## config.mk

```make
export PLATFORM = sky130hd
export DESIGN_NAME = ipv4_l4_header_classifier
export DESIGN_NICKNAME = d
export VERILOG_FILES = /design/src/rtl/ihc_pkg.sv /design/src/rtl/ipv4_l4_header_classifier.sv
export SDC_FILE = /design/constraint.sdc
export NUM_CORES = 1
export LEC_CHECK = 0
export BUFFER_PORTS_ARGS = -buffer_cell sky130_fd_sc_hd__buf_2
export CAP_MARGIN = 20
export CORE_ASPECT_RATIO = 0.9
export CORE_UTILIZATION = 62
export DETAILED_ROUTE_END_ITERATION = 10
export HOLD_SLACK_MARGIN = 0.08
export PLACE_DENSITY = 0.84
export SETUP_SLACK_MARGIN = 0.02
export SYNTH_ARGS = -nofsm -noshare
export SYNTH_HDL_FRONTEND = slang
export SYNTH_SLANG_ARGS = --single-unit
```

## constraint.sdc

```tcl
create_clock -name i_clk -period 43.9 [get_ports i_clk]
set_clock_uncertainty 0.05 [all_clocks]
set_input_delay 0 -clock i_clk [delete_from_list [all_inputs] [get_ports i_clk]]
set_output_delay 0 -clock i_clk [all_outputs]
set_load 0.01 [all_outputs]
```

## src/rtl/ihc_pkg.sv

```systemverilog
// Package for the IPv4 L4 header classifier.
// Holds item structs, field offsets, status and family codes.
// No dependencies.
`default_nettype none

package ihc_pkg;

    localparam int HEADER_WINDOW = 80;
    localparam int LENGTH_BITS   = 17;
    localparam int TOT_W         = (LENGTH_BITS > 16) ? LENGTH_BITS : 16;

    localparam int FIXED_BYTES = 40;
    localparam int FIX_IW      = $clog2(FIXED_BYTES);

    localparam logic [2:0] ST_VALID       = 3'd0;
    localparam logic [2:0] ST_IPV6        = 3'd1;
    localparam logic [2:0] ST_MALFORMED   = 3'd2;
    localparam logic [2:0] ST_FRAGMENT    = 3'd3;
    localparam logic [2:0] ST_UNSUPPORTED = 3'd4;

    localparam logic [2:0] FAM_NONE = 3'd0;
    localparam logic [2:0] FAM_IPV4 = 3'd4;
    localparam logic [2:0] FAM_IPV6 = 3'd6;

    localparam logic [3:0]  VER_IPV4      = 4'd4;
    localparam logic [3:0]  VER_IPV6      = 4'd6;
    localparam logic [7:0]  IHL_MASK      = 8'h0f;
    localparam logic [15:0] FRAG_MF_BIT   = 16'h2000;
    localparam logic [15:0] FRAG_OFS_MASK = 16'h1fff;
    localparam logic [15:0] TCP_RST_BIT   = 16'h0004;
    localparam logic [6:0]  IHL_MAX_BYTES = 7'd60;
    localparam logic [6:0]  IP_MIN_HDR    = 7'd20;
    localparam logic [6:0]  TCP_MIN_HDR   = 7'd20;
    localparam logic [6:0]  UDP_MIN_HDR   = 7'd8;
    localparam int          IPV6_MIN_LEN  = 40;
    localparam logic [7:0]  PROTO_TCP     = 8'd6;
    localparam logic [7:0]  PROTO_UDP     = 8'd17;

    localparam int OFS_SPORT_HI = 0;
    localparam int OFS_SPORT_LO = 1;
    localparam int OFS_DPORT_HI = 2;
    localparam int OFS_DPORT_LO = 3;
    localparam int OFS_ULEN_HI  = 4;
    localparam int OFS_ULEN_LO  = 5;
    localparam int OFS_TOF_HI   = 12;
    localparam int OFS_TOF_LO   = 13;

    typedef struct packed {
        logic [7:0] data_byte;
        logic       last_byte;
        logic       gso_multi;
    } t_in_item;

    typedef struct packed {
        logic [2:0]  status;
        logic [2:0]  family;
        logic [7:0]  protocol;
        logic [63:0] src_addr_hi;
        logic [63:0] src_addr_lo;
        logic [63:0] dst_addr_hi;
        logic [63:0] dst_addr_lo;
        logic [15:0] src_port;
        logic [15:0] dst_port;
        logic        rst_flag;
    } t_out_item;

endpackage

`default_nettype wire

```

## src/rtl/ipv4_l4_header_classifier.sv

```systemverilog
// Top level of the IPv4 L4 header classifier.
// Depends on ihc_pkg for item structs, offsets and codes.
//
// Takes a packet one byte item per cycle and gives one classification item per
// packet: its last byte sets r_pend, which loads the output register when free.
// Bytes 0..39 and the transport ports, UDP length and TCP data offset word are
// captured into registers as they pass, so no header memory is read at classify
// time; combinational compare logic fills the output register. The input stalls
// only while a finished classification waits and the output register is held,
// so the sustained rate is one byte per cycle. The length count saturates.
`default_nettype none

module ipv4_l4_header_classifier
    import ihc_pkg::*;
(
    input  wire logic      i_clk,
    input  wire logic      i_rst_n,
    input  wire logic      i_in_valid,
    output logic           o_in_stall,
    input  wire t_in_item  i_in,
    output logic           o_out_valid,
    input  wire logic      i_out_stall,
    output t_out_item      o_out
);

    localparam logic [LENGTH_BITS-1:0] CNT_MAX = {LENGTH_BITS{1'b1}};

    logic [LENGTH_BITS-1:0] r_cnt, n_cnt;
    logic [LENGTH_BITS-1:0] r_len;
    logic                   r_gso;
    logic                   r_pend;
    logic [7:0]             r_hdr [FIXED_BYTES];
    logic [15:0]            r_sport, r_dport, r_ulen, r_tof;
    logic                   r_out_valid;
    t_out_item              r_out;
    t_out_item              cls;

    logic                   out_free;
    logic                   in_acc;
    logic [3:0]             cap_ihl;
    logic [LENGTH_BITS-1:0] l4_off;
    logic                   in_win;

    assign out_free    = !r_out_valid || !i_out_stall;
    assign o_in_stall  = r_pend && !out_free;
    assign in_acc      = i_in_valid && !o_in_stall;
    assign o_out_valid = r_out_valid;
    assign o_out       = r_out;

    assign n_cnt   = (r_cnt < CNT_MAX) ? r_cnt + 1'b1 : r_cnt;
    assign cap_ihl = (r_cnt == '0) ? i_in.data_byte[3:0] : r_hdr[0][3:0];
    assign l4_off  = r_cnt - LENGTH_BITS'({cap_ihl, 2'b00});
    assign in_win  = r_cnt < LENGTH_BITS'(HEADER_WINDOW);

    always_ff @(posedge i_clk) begin
        if (!i_rst_n) begin
            r_cnt  <= '0;
            r_pend <= 1'b0;
        end else begin
            if (in_acc) begin
                r_cnt <= i_in.last_byte ? '0 : n_cnt;
            end
            if (in_acc && i_in.last_byte) begin
                r_pend <= 1'b1;
            end else if (out_free) begin
                r_pend <= 1'b0;
            end
        end
    end

    always_ff @(posedge i_clk) begin
        if (in_acc) begin
            if (r_cnt < LENGTH_BITS'(FIXED_BYTES)) begin
                r_hdr[r_cnt[FIX_IW-1:0]] <= i_in.data_byte;
            end
            if (in_win) begin
                unique case (l4_off)
                    LENGTH_BITS'(OFS_SPORT_HI): r_sport[15:8] <= i_in.data_byte;
                    LENGTH_BITS'(OFS_SPORT_LO): r_sport[7:0]  <= i_in.data_byte;
                    LENGTH_BITS'(OFS_DPORT_HI): r_dport[15:8] <= i_in.data_byte;
                    LENGTH_BITS'(OFS_DPORT_LO): r_dport[7:0]  <= i_in.data_byte;
                    LENGTH_BITS'(OFS_ULEN_HI):  r_ulen[15:8]  <= i_in.data_byte;
                    LENGTH_BITS'(OFS_ULEN_LO):  r_ulen[7:0]   <= i_in.data_byte;
                    LENGTH_BITS'(OFS_TOF_HI):   r_tof[15:8]   <= i_in.data_byte;
                    LENGTH_BITS'(OFS_TOF_LO):   r_tof[7:0]    <= i_in.data_byte;
                    default: ;
                endcase
            end
            if (i_in.last_byte) begin
                r_len <= n_cnt;
                r_gso <= i_in.gso_multi;
            end
        end
    end

    logic [3:0]       ver;
    logic [6:0]       hl;
    logic [6:0]       thl;
    logic [TOT_W:0]   len_x, tot_raw, tot, hl_x;
    logic [15:0]      frag;
    logic [7:0]       proto;

    always_comb begin
        ver     = r_hdr[0][7:4];
        hl      = 7'({r_hdr[0] & IHL_MASK, 2'b00});
        thl     = {1'b0, r_tof[15:12], 2'b00};
        len_x   = (TOT_W+1)'(r_len);
        tot_raw = (TOT_W+1)'({r_hdr[2], r_hdr[3]});
        hl_x    = (TOT_W+1)'(hl);
        proto   = r_hdr[9];
        frag    = {r_hdr[6], r_hdr[7]};
        if (proto == PROTO_TCP && r_gso && tot_raw < hl_x + (TOT_W+1)'(TCP_MIN_HDR)) begin
            tot = len_x;
        end else begin
            tot = tot_raw;
        end

        cls        = '0;
        cls.status = ST_MALFORMED;
        if (r_len != '0) begin
            if (ver == VER_IPV6) begin
                if (len_x >= (TOT_W+1)'(IPV6_MIN_LEN)) begin
                    cls.status      = ST_IPV6;
                    cls.family      = FAM_IPV6;
                    cls.protocol    = r_hdr[6];
                    cls.src_addr_hi = {r_hdr[8],  r_hdr[9],  r_hdr[10], r_hdr[11],
                                       r_hdr[12], r_hdr[13], r_hdr[14], r_hdr[15]};
                    cls.src_addr_lo = {r_hdr[16], r_hdr[17], r_hdr[18], r_hdr[19],
                                       r_hdr[20], r_hdr[21], r_hdr[22], r_hdr[23]};
                    cls.dst_addr_hi = {r_hdr[24], r_hdr[25], r_hdr[26], r_hdr[27],
                                       r_hdr[28], r_hdr[29], r_hdr[30], r_hdr[31]};
                    cls.dst_addr_lo = {r_hdr[32], r_hdr[33], r_hdr[34], r_hdr[35],
                                       r_hdr[36], r_hdr[37], r_hdr[38], r_hdr[39]};
                end
            end else if (ver == VER_IPV4 && len_x >= (TOT_W+1)'(IP_MIN_HDR)) begin
                if (!(hl < IP_MIN_HDR || hl > IHL_MAX_BYTES || tot < hl_x || tot > len_x)) begin
                    cls.family      = FAM_IPV4;
                    cls.protocol    = proto;
                    cls.src_addr_lo = {32'd0, r_hdr[12], r_hdr[13], r_hdr[14], r_hdr[15]};
                    cls.dst_addr_lo = {32'd0, r_hdr[16], r_hdr[17], r_hdr[18], r_hdr[19]};
                    priority if ((frag & (FRAG_MF_BIT | FRAG_OFS_MASK)) != '0) begin
                        cls.status = ST_FRAGMENT;
                    end else if (proto == PROTO_TCP) begin
                        if (tot >= hl_x + (TOT_W+1)'(TCP_MIN_HDR) && thl >= TCP_MIN_HDR
                            && (TOT_W+1)'(thl) + hl_x <= tot) begin
                            cls.status   = ST_VALID;
                            cls.src_port = r_sport;
                            cls.dst_port = r_dport;
                            cls.rst_flag = (r_tof & TCP_RST_BIT) != '0;
                        end
                    end else if (proto == PROTO_UDP) begin
                        if (tot >= hl_x + (TOT_W+1)'(UDP_MIN_HDR)
                            && r_ulen >= 16'(UDP_MIN_HDR)
                            && (TOT_W+1)'(r_ulen) + hl_x <= tot) begin
                            cls.status   = ST_VALID;
                            cls.src_port = r_sport;
                            cls.dst_port = r_dport;
                        end
                    end else begin
                        cls.status = ST_UNSUPPORTED;
                    end
                end
            end
        end
    end

    always_ff @(posedge i_clk) begin
        if (!i_rst_n) begin
            r_out_valid <= 1'b0;
        end else if (r_pend && out_free) begin
            r_out_valid <= 1'b1;
        end else if (!i_out_stall) begin
            r_out_valid <= 1'b0;
        end
    end

    always_ff @(posedge i_clk) begin
        if (r_pend && out_free) begin
            r_out <= cls;
        end
    end

endmodule

`default_nettype wire

```

==> flow_summary.yaml <==
global_route:
  grt_pass1_vias: 14890
  gr-total-overflow: 0
  antenna_found_initial: 1
  grt_pass1_wl_mm: 90.65
  track_usage_pct: 28.24
  grt_max_degree: 200
route:
  via_count: 15560
  wire_per_inst_um: 24.13
  first_iter_violations: 1416
  ant_nets: 0
  first_pass_iters: 5
  drc: 0
  drt_wl_total_mm: 63.18
  routed_via_density: 5.942
floorplanning:
  die_x_um: 221.7
  core-area_um2: 42880
  dieHeight_um: 199.7
  io_pins: 319
  rows: 72
  design.die.area_um2: 44270
  start_util_pct: 62.79
clock_network:
  cts_buffers: 67
  cts_tree: "built"
  clkLatencyLatePin_ns: 0.61
  cts_max_path_buffers: 3
  htreeDepth: 3
  clk_pin_slew_ns: 0.06
  clock-sinks: 688
  clk_root_buffer_cell: "clkbuf_16"
  post_cts_buffers: 0
worst_setup_path:
  cp_data_arrival_time_ns: 6.20
  critPathKind: "reg2reg"
  r2r_cells: 18
  cp.required_ns: 44.25
  critPathMaxFanout: 34
  setup.worst_path.start_class: "flip-flop"
  endpoint_kind: "flip-flop"
worst_hold_path:
  hold_depth: 1
  hp-class: "in2reg"
logic_synthesis:
  synthFlopType: "edfxtp_1"
  ys_seq_area_share_pct: 76.02
  ys_warn_count: 0
  netlist_area_um2: 26930
  syn_inst: 1661
  async_flop_share_pct: 0
  synth.avg_cell_area_um2: 16.21
  yosys.cell_types.count: 73
  syn_nets: 1749
  synth_edf_count: 669
  ys_ff_latch: 688
final_layout:
  seqCellArea_um2: 20470
  fin_nets: 2098
  finalNonFillerCells: 2618
  num_antenna_cells: 0
  multi_input_area_um2: 5877
  area_growth_pct: 17.14
  drive_gt1_share_pct: 23.95
  fill_cells: 2427
timing:
  worst_slack_ns: 38.06
  rsz0062_at_grt: "no"
  tightestPinTransition_ns: 1.337
  hold_ws_ns: 0.1247
  hold_viol_final: 0
  finalCriticalPeriod_ns: 5.841
  max_freq_mhz: 171.2
  slew_headroom_pct: 10.85
  final.period_utilization_pct: 13.31
  setup_violations: 0
  timing.setup.tns_ns: 0
  drv_slew: 0
placement:
  dp_cells: 2482
  gp_congestion: 0.9242
  hpwl_mm: 38.92
  dp_slack_ns: 38.09
  port_buffers: 317
run_status:
  run_status: "finished clean"
pwr:
  power_density_nw_per_um2: 43.25
  p_total_mw: 1.364
  ir_drop_mv: 0.03465
  leakage_nw: 11.93
flow_run:
  cap_violations: 0
## registers in the layout, indices dropped and copies added, names as in the netlist
signal	flops
o_out	302
r_ulen	16
r_len	17
r_cnt	17
r_gso	1
r_hdr	296
o_out_valid	1
r_pend	1
r_sport	16
r_tof	5
r_dport	16
## synthesized netlist by cell type, types with 21 or more instances
library cell / count / area share (%)
a22o_1: 72 / 2.3
edfxtp_1: 669 / 75
and2_1: 199 / 4.6
nor2_1: 77 / 1.1
a21oi_1: 41 / 0.76
nor2b_1: 23 / 0.53
a211oi_2: 30 / 1.4
nand2_1: 50 / 0.70
xnor2_1: 21 / 0.68
o21ai_0: 28 / 0.52
clkbuf_1: 56 / 0.78
nand3_1: 25 / 0.46
ha_1: 71 / 3.3
inv_1: 90 / 1.3
## worst max-delay path: stages, from the launching register on
cell,delay (ns)
edfxtp_1,0.64
ha_1,0.27
xor2_1,0.26
ha_1,0.30
a211oi_1,0.30
a2111oi_2,0.17
nor3_2,0.17
buf_4,0.29
mux2i_1,0.58
inv_1,0.10
ha_1,0.31
o21a_1,0.19
o31ai_1,0.06
a21oi_1,0.09
o31ai_1,0.48
o21bai_1,0.18
a21oi_4,0.19
nand2_2,0.55
a211oi_2,0.45
## path summary, 6_finish.rpt
check | from | slack (ns) | endpoint
setup / recovery | r_hdr[0][1]$_DFFE_PP_ | 38.06 | o_out[8]$_SDFFCE_PP0P_
hold / removal | i_in[9] | 0.12 | r_sport[7]$_DFFE_PP_
setup reg to reg | r_hdr[0][1]$_DFFE_PP_ | 38.06 | o_out[8]$_SDFFCE_PP0P_
hold reg to reg | r_hdr[34][0]$_DFFE_PP_ | 0.46 | o_out[73]$_SDFFCE_PN0P_
## per-layer routing
layer,share of wire [%],vias up,global-route usage (%),wire [um]
li1,-,6909,-,-
met1,39,7700,36.80,24530
met2,50,822,48.10,31630
met3,8.0,123,5.087,5052
met4,3.1,2,10.52,1947
met5,0.019,-,0,12
## per-stage QoR
step           area, um2  util, %
4_1_cts            31520    73.51
2_1_floorplan      26930        -
5_1_grt            31540    73.56
6_report           31540    73.56
3_3_place_gp       29110    67.87
3_5_place_dp       29110    67.87
## logic make-up after synthesis
logic type,Yosys count,synth area share [%]
flip-flops,688,76.02
AND/OR/NAND/NOR,452,9.373
AO/OA/AOI/OAI,244,7.221
buffers and inverters,158,2.323
adder cells (fa/ha/maj),74,3.522
XOR/XNOR,31,1.008
multiplexers,13,0.5158
other,1,0.01393
## cell usage in the layout, fill, tap and decap left out, types with 5 or more instances in the layout
master	count
a22oi_1	9
dfxtp_1	19
clkinvlp_4	5
dlygate4sd3_1	13
xor2_1	10
nor3_1	12
buf_2	317
nand4_1	13
and3_1	8
a22o_1	72
mux2_2	7
buf_4	16
nand3_1	24
inv_1	90
xnor2_1	21
nand2_1	49
o21ai_0	28
clkbuf_16	69
mux2i_1	6
ha_1	71
a211oi_1	5
or3_1	5
o211ai_1	5
a211oi_2	30
clkbuf_1	8
a21o_1	16
edfxtp_1	669
a21oi_1	39
clkinv_1	11
nor2_1	77
clkinv_2	12
nor2b_1	23
and2_1	199
nor4_1	13
bufinv_16	8
## what timing repair did
item,CTS,global route
endpoints found under the hold margin,281,0
hold buffers,13,0
setup endpoints to repair,0,0
gates resized for setup,0,0
## where the power goes
part / switching [mW] / total, mW / internal [mW] / leakage (nW)
sequential: 0.00399 / 0.730 / 0.726 / 6.53
combinational: 0.0311 / 0.0453 / 0.0142 / 4.30
clock: 0.248 / 0.589 / 0.340 / 1.10
## area by class of cell
type	count	share of cell area, %
tap	555	2.202
sequential	688	64.90
timing repair buffer	348	5.950
clock buffer	77	5.569
clock inverter	45	1.678
multi-input combinational	815	18.63
inverter	90	1.071
Note: power is estimated with default switching activity, not from simulation.
